--- config.mk ---
export PLATFORM = sky130hd
export DESIGN_NAME = hsv_to_rgb_converter
export DESIGN_NICKNAME = d
export VERILOG_FILES = /design/src/design/hsv2rgb_pkg.sv /design/src/design/hsv2rgb_front.sv /design/src/design/hsv2rgb_queue.sv /design/src/design/hsv2rgb_back.sv /design/src/design/hsv_to_rgb_converter.sv
export SDC_FILE = /design/constraint.sdc
export NUM_CORES = 2
export LEC_CHECK = 0
export ABC_AREA = 1
export BUFFER_PORTS_ARGS = -buffer_cell sky130_fd_sc_hd__buf_4
export CELL_PAD_IN_SITES_DETAIL_PLACEMENT = 1
export CELL_PAD_IN_SITES_GLOBAL_PLACEMENT = 1
export CORE_MARGIN = 5
export CORE_UTILIZATION = 40
export CTS_CLUSTER_SIZE = 10
export DETAILED_ROUTE_END_ITERATION = 16
export MAX_ROUTING_LAYER = met4
export PLACE_DENSITY_LB_ADDON = 0.1
export SLEW_MARGIN = 20
export SYNTH_ARGS = -nofsm -noshare
export SYNTH_HDL_FRONTEND = slang
export SYNTH_SLANG_ARGS = --single-unit
--- constraint.sdc ---
create_clock -name clk -period 21.3 [get_ports clk]
set_clock_uncertainty 0.15 [all_clocks]
set_input_delay 2.13 -clock clk [delete_from_list [all_inputs] [get_ports clk]]
set_output_delay 2.13 -clock clk [all_outputs]
set_load 0.01 [all_outputs]
--- src/design/hsv2rgb_pkg.sv ---
// ----------------------------------------------------------------------------
// hsv2rgb_pkg
// Shared types, constants and helper functions of the HSV to RGB converter.
// ----------------------------------------------------------------------------
`default_nettype none

package hsv2rgb_pkg;

    localparam int HUE_W  = 15;
    localparam int LVL_W  = 13;
    localparam int BYTE_W = 8;
    localparam int REST_W = 12;
    localparam int SEC_W  = 3;

    localparam logic [HUE_W-1:0]  HUE_MAX     = 15'd23039;
    localparam logic [LVL_W-1:0]  UNIT_Q12    = 13'd4096;
    localparam logic [REST_W-1:0] SECTOR_SPAN = 12'd3840;

    localparam int QUEUE_DEPTH_DEF = 4;

    typedef logic [1:0] role_t;
    localparam role_t ROLE_CHROMA = 2'd0;
    localparam role_t ROLE_SECOND = 2'd1;
    localparam role_t ROLE_ZERO   = 2'd2;

    typedef struct packed {
        logic [HUE_W-1:0] hue_angle;
        logic [LVL_W-1:0] sat_level;
        logic [LVL_W-1:0] bright_level;
    } hsv_item_t;

    typedef struct packed {
        logic [BYTE_W-1:0] red_out;
        logic [BYTE_W-1:0] green_out;
        logic [BYTE_W-1:0] blue_out;
    } rgb_item_t;

    // classified item between front and back
    typedef struct packed {
        logic [LVL_W-1:0]  sat;
        logic [LVL_W-1:0]  val;
        logic [REST_W-1:0] rest;
        role_t             role_r;
        role_t             role_g;
        role_t             role_b;
    } cls_item_t;

    function automatic logic [HUE_W-1:0] sector_base(input logic [SEC_W-1:0] sector);
        logic [HUE_W-1:0] base;
        begin
            case (sector)
                3'd0:    base = 15'd0;
                3'd1:    base = 15'd3840;
                3'd2:    base = 15'd7680;
                3'd3:    base = 15'd11520;
                3'd4:    base = 15'd15360;
                default: base = 15'd19200;
            endcase
            return base;
        end
    endfunction

    // amount of chroma missing from a component
    function automatic logic [REST_W-1:0] weight_of(input role_t role,
                                                    input logic [REST_W-1:0] rest);
        logic [REST_W-1:0] w;
        begin
            case (role)
                ROLE_CHROMA: w = '0;
                ROLE_SECOND: w = rest;
                default:     w = SECTOR_SPAN;
            endcase
            return w;
        end
    endfunction

endpackage

`default_nettype wire

--- src/design/hsv2rgb_front.sv ---
// ----------------------------------------------------------------------------
// hsv2rgb_front
// Accepts HSV items, clamps them, finds the hue sector and component roles.
// ----------------------------------------------------------------------------
`default_nettype none

module hsv2rgb_front (
    input  wire logic                   clk,
    input  wire logic                   rst_n,
    input  wire logic                   hsv_valid,
    output logic                        hsv_ready,
    input  wire hsv2rgb_pkg::hsv_item_t hsv_item,
    output logic                        cls_valid,
    input  wire logic                   cls_ready,
    output hsv2rgb_pkg::cls_item_t      cls_item
);
    import hsv2rgb_pkg::*;

    logic             valid_reg;
    logic             valid_next;
    cls_item_t        item_reg;
    cls_item_t        item_next;
    logic [HUE_W-1:0] hue_c;
    logic [LVL_W-1:0] sat_c;
    logic [LVL_W-1:0] val_c;
    logic [SEC_W-1:0] sector;
    logic [HUE_W-1:0] frac_wide;
    logic [REST_W-1:0] frac;
    logic             load;

    assign hsv_ready = !valid_reg || cls_ready;
    assign load      = hsv_valid && hsv_ready;

    always_comb
    begin
        hue_c = (hsv_item.hue_angle > HUE_MAX) ? HUE_MAX : hsv_item.hue_angle;
        sat_c = (hsv_item.sat_level > UNIT_Q12) ? UNIT_Q12 : hsv_item.sat_level;
        val_c = (hsv_item.bright_level > UNIT_Q12) ? UNIT_Q12 : hsv_item.bright_level;

        if (hue_c >= 15'd19200)
            sector = 3'd5;
        else if (hue_c >= 15'd15360)
            sector = 3'd4;
        else if (hue_c >= 15'd11520)
            sector = 3'd3;
        else if (hue_c >= 15'd7680)
            sector = 3'd2;
        else if (hue_c >= 15'd3840)
            sector = 3'd1;
        else
            sector = 3'd0;

        frac_wide = hue_c - sector_base(sector);
        frac      = frac_wide[REST_W-1:0];

        item_next.sat  = sat_c;
        item_next.val  = val_c;
        item_next.rest = sector[0] ? frac : (SECTOR_SPAN - frac);

        case (sector)
            3'd0:
            begin
                item_next.role_r = ROLE_CHROMA;
                item_next.role_g = ROLE_SECOND;
                item_next.role_b = ROLE_ZERO;
            end
            3'd1:
            begin
                item_next.role_r = ROLE_SECOND;
                item_next.role_g = ROLE_CHROMA;
                item_next.role_b = ROLE_ZERO;
            end
            3'd2:
            begin
                item_next.role_r = ROLE_ZERO;
                item_next.role_g = ROLE_CHROMA;
                item_next.role_b = ROLE_SECOND;
            end
            3'd3:
            begin
                item_next.role_r = ROLE_ZERO;
                item_next.role_g = ROLE_SECOND;
                item_next.role_b = ROLE_CHROMA;
            end
            3'd4:
            begin
                item_next.role_r = ROLE_SECOND;
                item_next.role_g = ROLE_ZERO;
                item_next.role_b = ROLE_CHROMA;
            end
            default:
            begin
                item_next.role_r = ROLE_CHROMA;
                item_next.role_g = ROLE_ZERO;
                item_next.role_b = ROLE_SECOND;
            end
        endcase

        valid_next = hsv_ready ? hsv_valid : valid_reg;
    end

    always_ff @(posedge clk or negedge rst_n)
    begin
        if (!rst_n)
            valid_reg <= 1'b0;
        else
            valid_reg <= valid_next;
    end

    always_ff @(posedge clk)
    begin
        if (load)
            item_reg <= item_next;
    end

    assign cls_valid = valid_reg;
    assign cls_item  = item_reg;

endmodule

`default_nettype wire

--- src/design/hsv2rgb_queue.sv ---
// ----------------------------------------------------------------------------
// hsv2rgb_queue
// Short queue of classified items between the front and the back.
// ----------------------------------------------------------------------------
`default_nettype none

module hsv2rgb_queue #(
    parameter int DEPTH = hsv2rgb_pkg::QUEUE_DEPTH_DEF
) (
    input  wire logic                   clk,
    input  wire logic                   rst_n,
    input  wire logic                   enq_valid,
    output logic                        enq_ready,
    input  wire hsv2rgb_pkg::cls_item_t enq_item,
    output logic                        deq_valid,
    input  wire logic                   deq_ready,
    output hsv2rgb_pkg::cls_item_t      deq_item
);
    import hsv2rgb_pkg::*;

    localparam int IDX_W = (DEPTH > 1) ? $clog2(DEPTH) : 1;
    localparam int CNT_W = $clog2(DEPTH + 1);
    localparam logic [IDX_W-1:0] LAST_IDX = IDX_W'(DEPTH - 1);
    localparam logic [CNT_W-1:0] FULL_CNT = CNT_W'(DEPTH);

    cls_item_t        mem [DEPTH];
    logic [IDX_W-1:0] wr_ptr_reg;
    logic [IDX_W-1:0] wr_ptr_next;
    logic [IDX_W-1:0] rd_ptr_reg;
    logic [IDX_W-1:0] rd_ptr_next;
    logic [CNT_W-1:0] count_reg;
    logic [CNT_W-1:0] count_next;
    logic             push;
    logic             pop;

    assign enq_ready = (count_reg != FULL_CNT);
    assign deq_valid = (count_reg != '0);
    assign deq_item  = mem[rd_ptr_reg];
    assign push      = enq_valid && enq_ready;
    assign pop       = deq_valid && deq_ready;

    always_comb
    begin
        wr_ptr_next = wr_ptr_reg;
        rd_ptr_next = rd_ptr_reg;
        count_next  = count_reg;
        if (push)
            wr_ptr_next = (wr_ptr_reg == LAST_IDX) ? '0 : wr_ptr_reg + 1'b1;
        if (pop)
            rd_ptr_next = (rd_ptr_reg == LAST_IDX) ? '0 : rd_ptr_reg + 1'b1;
        if (push && !pop)
            count_next = count_reg + 1'b1;
        else if (pop && !push)
            count_next = count_reg - 1'b1;
    end

    always_ff @(posedge clk or negedge rst_n)
    begin
        if (!rst_n)
        begin
            wr_ptr_reg <= '0;
            rd_ptr_reg <= '0;
            count_reg  <= '0;
        end
        else
        begin
            wr_ptr_reg <= wr_ptr_next;
            rd_ptr_reg <= rd_ptr_next;
            count_reg  <= count_next;
        end
    end

    always_ff @(posedge clk)
    begin
        if (push)
            mem[wr_ptr_reg] <= enq_item;
    end

    a_count_bound: assert property (@(posedge clk) disable iff (!rst_n)
        count_reg <= FULL_CNT)
        else $error("queue count above depth");

    a_push_grows: assert property (@(posedge clk) disable iff (!rst_n)
        push && !pop |=> count_reg == $past(count_reg) + 1'b1)
        else $error("queue count did not grow on push");

    a_empty_ptrs: assert property (@(posedge clk) disable iff (!rst_n)
        count_reg == '0 |-> wr_ptr_reg == rd_ptr_reg)
        else $error("queue pointers differ while empty");

endmodule

`default_nettype wire

--- src/design/hsv2rgb_back.sv ---
// ----------------------------------------------------------------------------
// hsv2rgb_back
// Arithmetic pipeline: chroma, weighted products, numerators, rounding.
// ----------------------------------------------------------------------------
`default_nettype none

module hsv2rgb_back (
    input  wire logic                   clk,
    input  wire logic                   rst_n,
    input  wire logic                   cls_valid,
    output logic                        cls_ready,
    input  wire hsv2rgb_pkg::cls_item_t cls_item,
    output logic                        rgb_valid,
    input  wire logic                   rgb_ready,
    output hsv2rgb_pkg::rgb_item_t      rgb_item
);
    import hsv2rgb_pkg::*;

    localparam int SV_W  = 25;
    localparam int VK_W  = 24;
    localparam int NUM_W = 36;
    localparam int ACC_W = 40;
    localparam logic [ACC_W-1:0] HALF_LSB = 40'h0080000000;

    // stage 1
    logic              v1_reg;
    logic              v1_next;
    logic [SV_W-1:0]   sv1_reg;
    logic [LVL_W-1:0]  val1_reg;
    logic [REST_W-1:0] rest1_reg;
    role_t             rr1_reg;
    role_t             rg1_reg;
    role_t             rb1_reg;
    // stage 2
    logic              v2_reg;
    logic              v2_next;
    logic [VK_W-1:0]   vk2_reg;
    logic [NUM_W-1:0]  pr2_reg;
    logic [NUM_W-1:0]  pg2_reg;
    logic [NUM_W-1:0]  pb2_reg;
    // stage 3
    logic              v3_reg;
    logic              v3_next;
    logic [NUM_W-1:0]  nr3_reg;
    logic [NUM_W-1:0]  ng3_reg;
    logic [NUM_W-1:0]  nb3_reg;
    // output
    logic              vo_reg;
    logic              vo_next;
    rgb_item_t         out_reg;
    rgb_item_t         out_next;

    logic              en1;
    logic              en2;
    logic              en3;
    logic              eno;
    logic [NUM_W-1:0]  top_num;
    logic [ACC_W-1:0]  acc_r;
    logic [ACC_W-1:0]  acc_g;
    logic [ACC_W-1:0]  acc_b;

    assign eno       = !vo_reg || rgb_ready;
    assign en3       = !v3_reg || eno;
    assign en2       = !v2_reg || en3;
    assign en1       = !v1_reg || en2;
    assign cls_ready = en1;

    assign v1_next = en1 ? cls_valid : v1_reg;
    assign v2_next = en2 ? v1_reg : v2_reg;
    assign v3_next = en3 ? v2_reg : v3_reg;
    assign vo_next = eno ? v3_reg : vo_reg;

    assign top_num = {vk2_reg, 12'b0};

    always_comb
    begin
        acc_r = {nr3_reg, 4'b0} + ACC_W'(nr3_reg) + HALF_LSB;
        acc_g = {ng3_reg, 4'b0} + ACC_W'(ng3_reg) + HALF_LSB;
        acc_b = {nb3_reg, 4'b0} + ACC_W'(nb3_reg) + HALF_LSB;
        out_next.red_out   = acc_r[ACC_W-1:ACC_W-BYTE_W];
        out_next.green_out = acc_g[ACC_W-1:ACC_W-BYTE_W];
        out_next.blue_out  = acc_b[ACC_W-1:ACC_W-BYTE_W];
    end

    always_ff @(posedge clk or negedge rst_n)
    begin
        if (!rst_n)
        begin
            v1_reg <= 1'b0;
            v2_reg <= 1'b0;
            v3_reg <= 1'b0;
            vo_reg <= 1'b0;
        end
        else
        begin
            v1_reg <= v1_next;
            v2_reg <= v2_next;
            v3_reg <= v3_next;
            vo_reg <= vo_next;
        end
    end

    always_ff @(posedge clk)
    begin
        if (en1)
        begin
            sv1_reg   <= SV_W'(cls_item.sat) * SV_W'(cls_item.val);
            val1_reg  <= cls_item.val;
            rest1_reg <= cls_item.rest;
            rr1_reg   <= cls_item.role_r;
            rg1_reg   <= cls_item.role_g;
            rb1_reg   <= cls_item.role_b;
        end
        if (en2)
        begin
            vk2_reg <= VK_W'(val1_reg) * VK_W'(SECTOR_SPAN);
            pr2_reg <= NUM_W'(sv1_reg) * NUM_W'(weight_of(rr1_reg, rest1_reg));
            pg2_reg <= NUM_W'(sv1_reg) * NUM_W'(weight_of(rg1_reg, rest1_reg));
            pb2_reg <= NUM_W'(sv1_reg) * NUM_W'(weight_of(rb1_reg, rest1_reg));
        end
        if (en3)
        begin
            nr3_reg <= top_num - pr2_reg;
            ng3_reg <= top_num - pg2_reg;
            nb3_reg <= top_num - pb2_reg;
        end
        if (eno)
            out_reg <= out_next;
    end

    assign rgb_valid = vo_reg;
    assign rgb_item  = out_reg;

    a_full_when_stalled: assert property (@(posedge clk) disable iff (!rst_n)
        !cls_ready |-> v1_reg && v2_reg && v3_reg && vo_reg)
        else $error("back stalled with a free stage");

    a_stage3_holds: assert property (@(posedge clk) disable iff (!rst_n)
        v3_reg && vo_reg && !rgb_ready |=> v3_reg && $stable(nr3_reg))
        else $error("stage 3 lost an item during a stall");

    a_take_fills: assert property (@(posedge clk) disable iff (!rst_n)
        cls_valid && cls_ready |=> v1_reg)
        else $error("taken item missing from stage 1");

endmodule

`default_nettype wire

--- src/design/hsv_to_rgb_converter.sv ---
// ----------------------------------------------------------------------------
// hsv_to_rgb_converter
// Converts one HSV item (hue in 1/64 degree, Q1.12 saturation and value)
// to one 8-bit RGB item, rounded half up.
//
//   channel | signals                          | direction | payload
//   hsv     | hsv_valid, hsv_ready, hsv_item   | in        | hsv_item_t
//   rgb     | rgb_valid, rgb_ready, rgb_item   | out       | rgb_item_t
//
// one item per cycle sustained while rgb_ready stays high
// stages: front register, queue, chroma multiply, weight multiply,
// numerator subtract, rounding register
// reset clears only valid flags, the queue count and the queue pointers
// the queue lets the front keep taking items, up to its depth, while the back is stalled
// ----------------------------------------------------------------------------
`default_nettype none

module hsv_to_rgb_converter #(
    parameter int QUEUE_DEPTH = hsv2rgb_pkg::QUEUE_DEPTH_DEF
) (
    input  wire logic                   clk,
    input  wire logic                   rst_n,
    input  wire logic                   hsv_valid,
    output logic                        hsv_ready,
    input  wire hsv2rgb_pkg::hsv_item_t hsv_item,
    output logic                        rgb_valid,
    input  wire logic                   rgb_ready,
    output hsv2rgb_pkg::rgb_item_t      rgb_item
);
    import hsv2rgb_pkg::*;

    logic      f_valid;
    logic      f_ready;
    cls_item_t f_item;
    logic      q_valid;
    logic      q_ready;
    cls_item_t q_item;

    hsv2rgb_front u_front (
        .clk       (clk),
        .rst_n     (rst_n),
        .hsv_valid (hsv_valid),
        .hsv_ready (hsv_ready),
        .hsv_item  (hsv_item),
        .cls_valid (f_valid),
        .cls_ready (f_ready),
        .cls_item  (f_item)
    );

    hsv2rgb_queue #(
        .DEPTH (QUEUE_DEPTH)
    ) u_queue (
        .clk       (clk),
        .rst_n     (rst_n),
        .enq_valid (f_valid),
        .enq_ready (f_ready),
        .enq_item  (f_item),
        .deq_valid (q_valid),
        .deq_ready (q_ready),
        .deq_item  (q_item)
    );

    hsv2rgb_back u_back (
        .clk       (clk),
        .rst_n     (rst_n),
        .cls_valid (q_valid),
        .cls_ready (q_ready),
        .cls_item  (q_item),
        .rgb_valid (rgb_valid),
        .rgb_ready (rgb_ready),
        .rgb_item  (rgb_item)
    );

endmodule

`default_nettype wire

==> flow_summary.yaml <==
setup_path:
  max_stage_delay_ns: 0.66
  r2r_end: "u_back.sv1_reg[20]"
  arrival_ns: 7.66
  cp.required_ns: 21.57
  crit_path_end_kind: "flop"
  path_cells: "buf_4, inv_2, buf_4, nand2_1, a32oi_2, nand2_1, fa_1, inv_1, fa_1, inv_1, fa_1, inv_1, fa_1, fa_1, ha_1, a21oi_1, a21boi_1, o21ai_0, nand3_1, nand2_1, xor2_1"
  critPathBufInv: 6
  crit_cells: 21
  crit_slowest_cell: "a32oi_2"
  r2r-start: "u_queue.rd_ptr_reg[0]"
  crit_family: "adder cells"
  cpMostUsedCell: "fa_1"
  rrSetupSlack_ns: 13.91
  start_kind: "flop"
  worstRegToRegCells: 21
  cp_max_fo: 58
  crit_start: "u_queue.rd_ptr_reg[0]"
  crit_type: "reg2reg"
  timing.critical_path.to: "u_back.sv1_reg[20]"
clocking:
  cts-buffers-inserted: 73
  ctsRootBufferMaster: "clkbuf_16"
  cts_max_path_buffers: 3
  path_clk_slew_ns: 0.05
  cts_setup_buffers: 0
  cts_resized: 0
  hold_buffers: 0
  cts_sinks: 544
  clk_latency_ns: 0.70
  htreeDepth: 3
  cts_tree: "done"
final_layout:
  final_area_mm2: 0.0701
  largest-register: "u_queue.mem"
  drive_above_1_share: 0.0408
  syn2layout_area_growth_pct: 8.20
  largest_reg_flops: 176
  final_cell_mix: "nand2_1 (1736), inv_1 (1506), nor2_1 (897)"
  final-seq-area_mm2: 0.0163
  nFillCells: 19200
  fin_nets: 9096
  multi_input_area_mm2: 0.0419
  layout_commonest_cell: "nand2_1"
synthesis:
  synth_area_mm2: 0.0648
  synth_warnings: 0
  seq_area_frac_synth: 0.251
  syn_avg_cell_area_um2: 8.47
  syn_inst: 7652
  ys_top_cells_by_area: "fa_1 (26%), edfxtp_1 (25%), ha_1 (11%), nand2_1 (10%), inv_1 (8.7%)"
  synth_top_flop_cell: "edfxtp_1"
  synth_edf_count: 532
  yosys.area.top_type: "fa_1"
  synthesis.nets: 9075
  synth-seq-cells: 544
  synthArstFlopShare: 0.0221
  ys_types: 57
  synth_top_cell_area_share: 0.257
floorplanning:
  row_count: 147
  start_util: 0.403
  core_mm2: 0.161
  chipHeight_um: 412
  die_w_um: 412
  die_area_mm2: 0.170
  io-pin-count: 71
global_route:
  first_global_vias: 55400
  grt.overflow.total: 0
  grt_antenna_before_repair: 0
  track_usage: 0.249
  grt_max_degree: 65
  grt_pass1_wl_mm: 320
detailed_routing:
  dr.first_iter.drc_count: 2638
  dr_total_vias: 50600
  avgRoutedWirePerCell_um: 20.5
  drcViolationCount: 0
  vias_per_cell: 5.12
  dr.pass1.iters: 5
  ant_nets: 0
  wirelength_mm: 202
run_status:
  status: "finished, final reports clean"
sta:
  hold_viol: 0
  maxSlewViolCount: 0
  setup_viol: 0
  grt_setup_unrepaired: "false"
  fin_tns_setup_ns: 0
  fmax_mhz: 135
  finalCritPeriodShare: 0.347
  maxSlewHeadroom: 0.393
  worstMarginPinSlew_ns: 0.911
  timing.final.ws_setup_ns: 13.91
  finalCriticalPeriod_ns: 7.39
place:
  io_buffers: 70
  dpl_cell_area_mm2: 0.0678
  dp_hpwl_mm: 166
  pre_cts_slack_ns: 13.74
  gp_congestion: 0.909
min_path:
  min_path_type: "reg2reg"
flow_run:
  cap_violations: 0
==> worst min-delay path by stage <==
stage | from | end | slack [ns] | cells after the start
finish | u_back.v3_reg | u_back.rgb_valid | 0.30 | 2
global route | u_back.v3_reg | u_back.rgb_valid | 0.35 | 2
CTS | u_back.v3_reg | u_back.rgb_valid | 0.31 | 2
detailed placement | u_back.v3_reg | u_back.rgb_valid | 0.29 | 2
global placement | u_back.v3_reg | u_back.rgb_valid | 0.29 | 2
floorplan | u_back.v3_reg | u_back.rgb_valid | 0.27 | 2
==> cells in the mapped netlist, drive strengths merged, types with 3 or more instances <==
library cell  number
nand2           1745
a21oi            310
a21boi            15
xnor2             51
clkbuf           155
nand4             79
fa               832
o21bai            41
xor2             178
o22ai             19
and2               3
and3               5
clkinv             9
nor3              72
nand3            205
or2                8
ha               546
o21a              11
nor4              10
a32oi             26
dfrtp             12
o2111ai            4
inv             1523
edfxtp           532
nand3b            10
o31ai              5
o211ai             9
nor2             909
a21o              42
buf               48
o21ai            212
a31oi             18
==> per-layer routing <==
metal | global-route usage | share of wire | up-vias
met3 | 0.0232 | 0.035 | 234
li1 | - | - | 23800
met4 | 0.0585 | 0.025 | 0
met1 | 0.333 | 0.46 | 25800
met5 | - | 0 | -
met2 | 0.413 | 0.48 | 798
==> through the flow <==
step | std cells | hold slack [ns] | utilization
finish | 9881 | 0.304 | 0.436
global route | 9880 | 0.346 | 0.436
CTS | 9879 | 0.306 | 0.436
detailed placement | 9757 | 0.292 | 0.422
global placement | 9754 | 0.287 | 0.422
floorplan | 7652 | 0.273 | -
==> worst register-to-register path: stages (launching register included) <==
cell and delay (ns):
dfrtp_2 0.38, buf_4 0.29, inv_2 0.48, buf_4 0.58, nand2_1 0.18, a32oi_2 0.66, nand2_1 0.18, fa_1 0.58
inv_1 0.05, fa_1 0.47, inv_1 0.05, fa_1 0.51, inv_1 0.07, fa_1 0.55, fa_1 0.43, ha_1 0.35
a21oi_1 0.32, a21boi_1 0.34, o21ai_0 0.24, nand3_1 0.13, nand2_1 0.07, xor2_1 0.14
==> logic make-up (layout without fill, tap and decap cells) <==
kind of cell / count (synthesis) / after routing / synth area share
adder cells (fa/ha/maj): 1378 / 1378 / 0.363
other: 0 / 1 / 0
flip-flops: 544 / 544 / 0.251
multiplexers: 1 / 1 / 0.000174
AND/OR/NAND/NOR: 3048 / 3048 / 0.189
XOR/XNOR: 229 / 229 / 0.0310
buffers and inverters: 1735 / 1803 / 0.102
AO/OA/AOI/OAI: 717 / 717 / 0.0644
==> final cells by class <==
cell class                 count  share of cell area
clock buffer                  96              0.0282
sequential                   544               0.232
timing repair buffer         149              0.0159
tap                         2160              0.0386
clock inverter                26             0.00459
antenna                        1           0.0000357
multi-input combinational   5373               0.598
inverter                    1532              0.0821
Power is left out: the tool's default activity adds up to more than one toggle a clock period on the data nets, which glitch-free logic cannot reach.
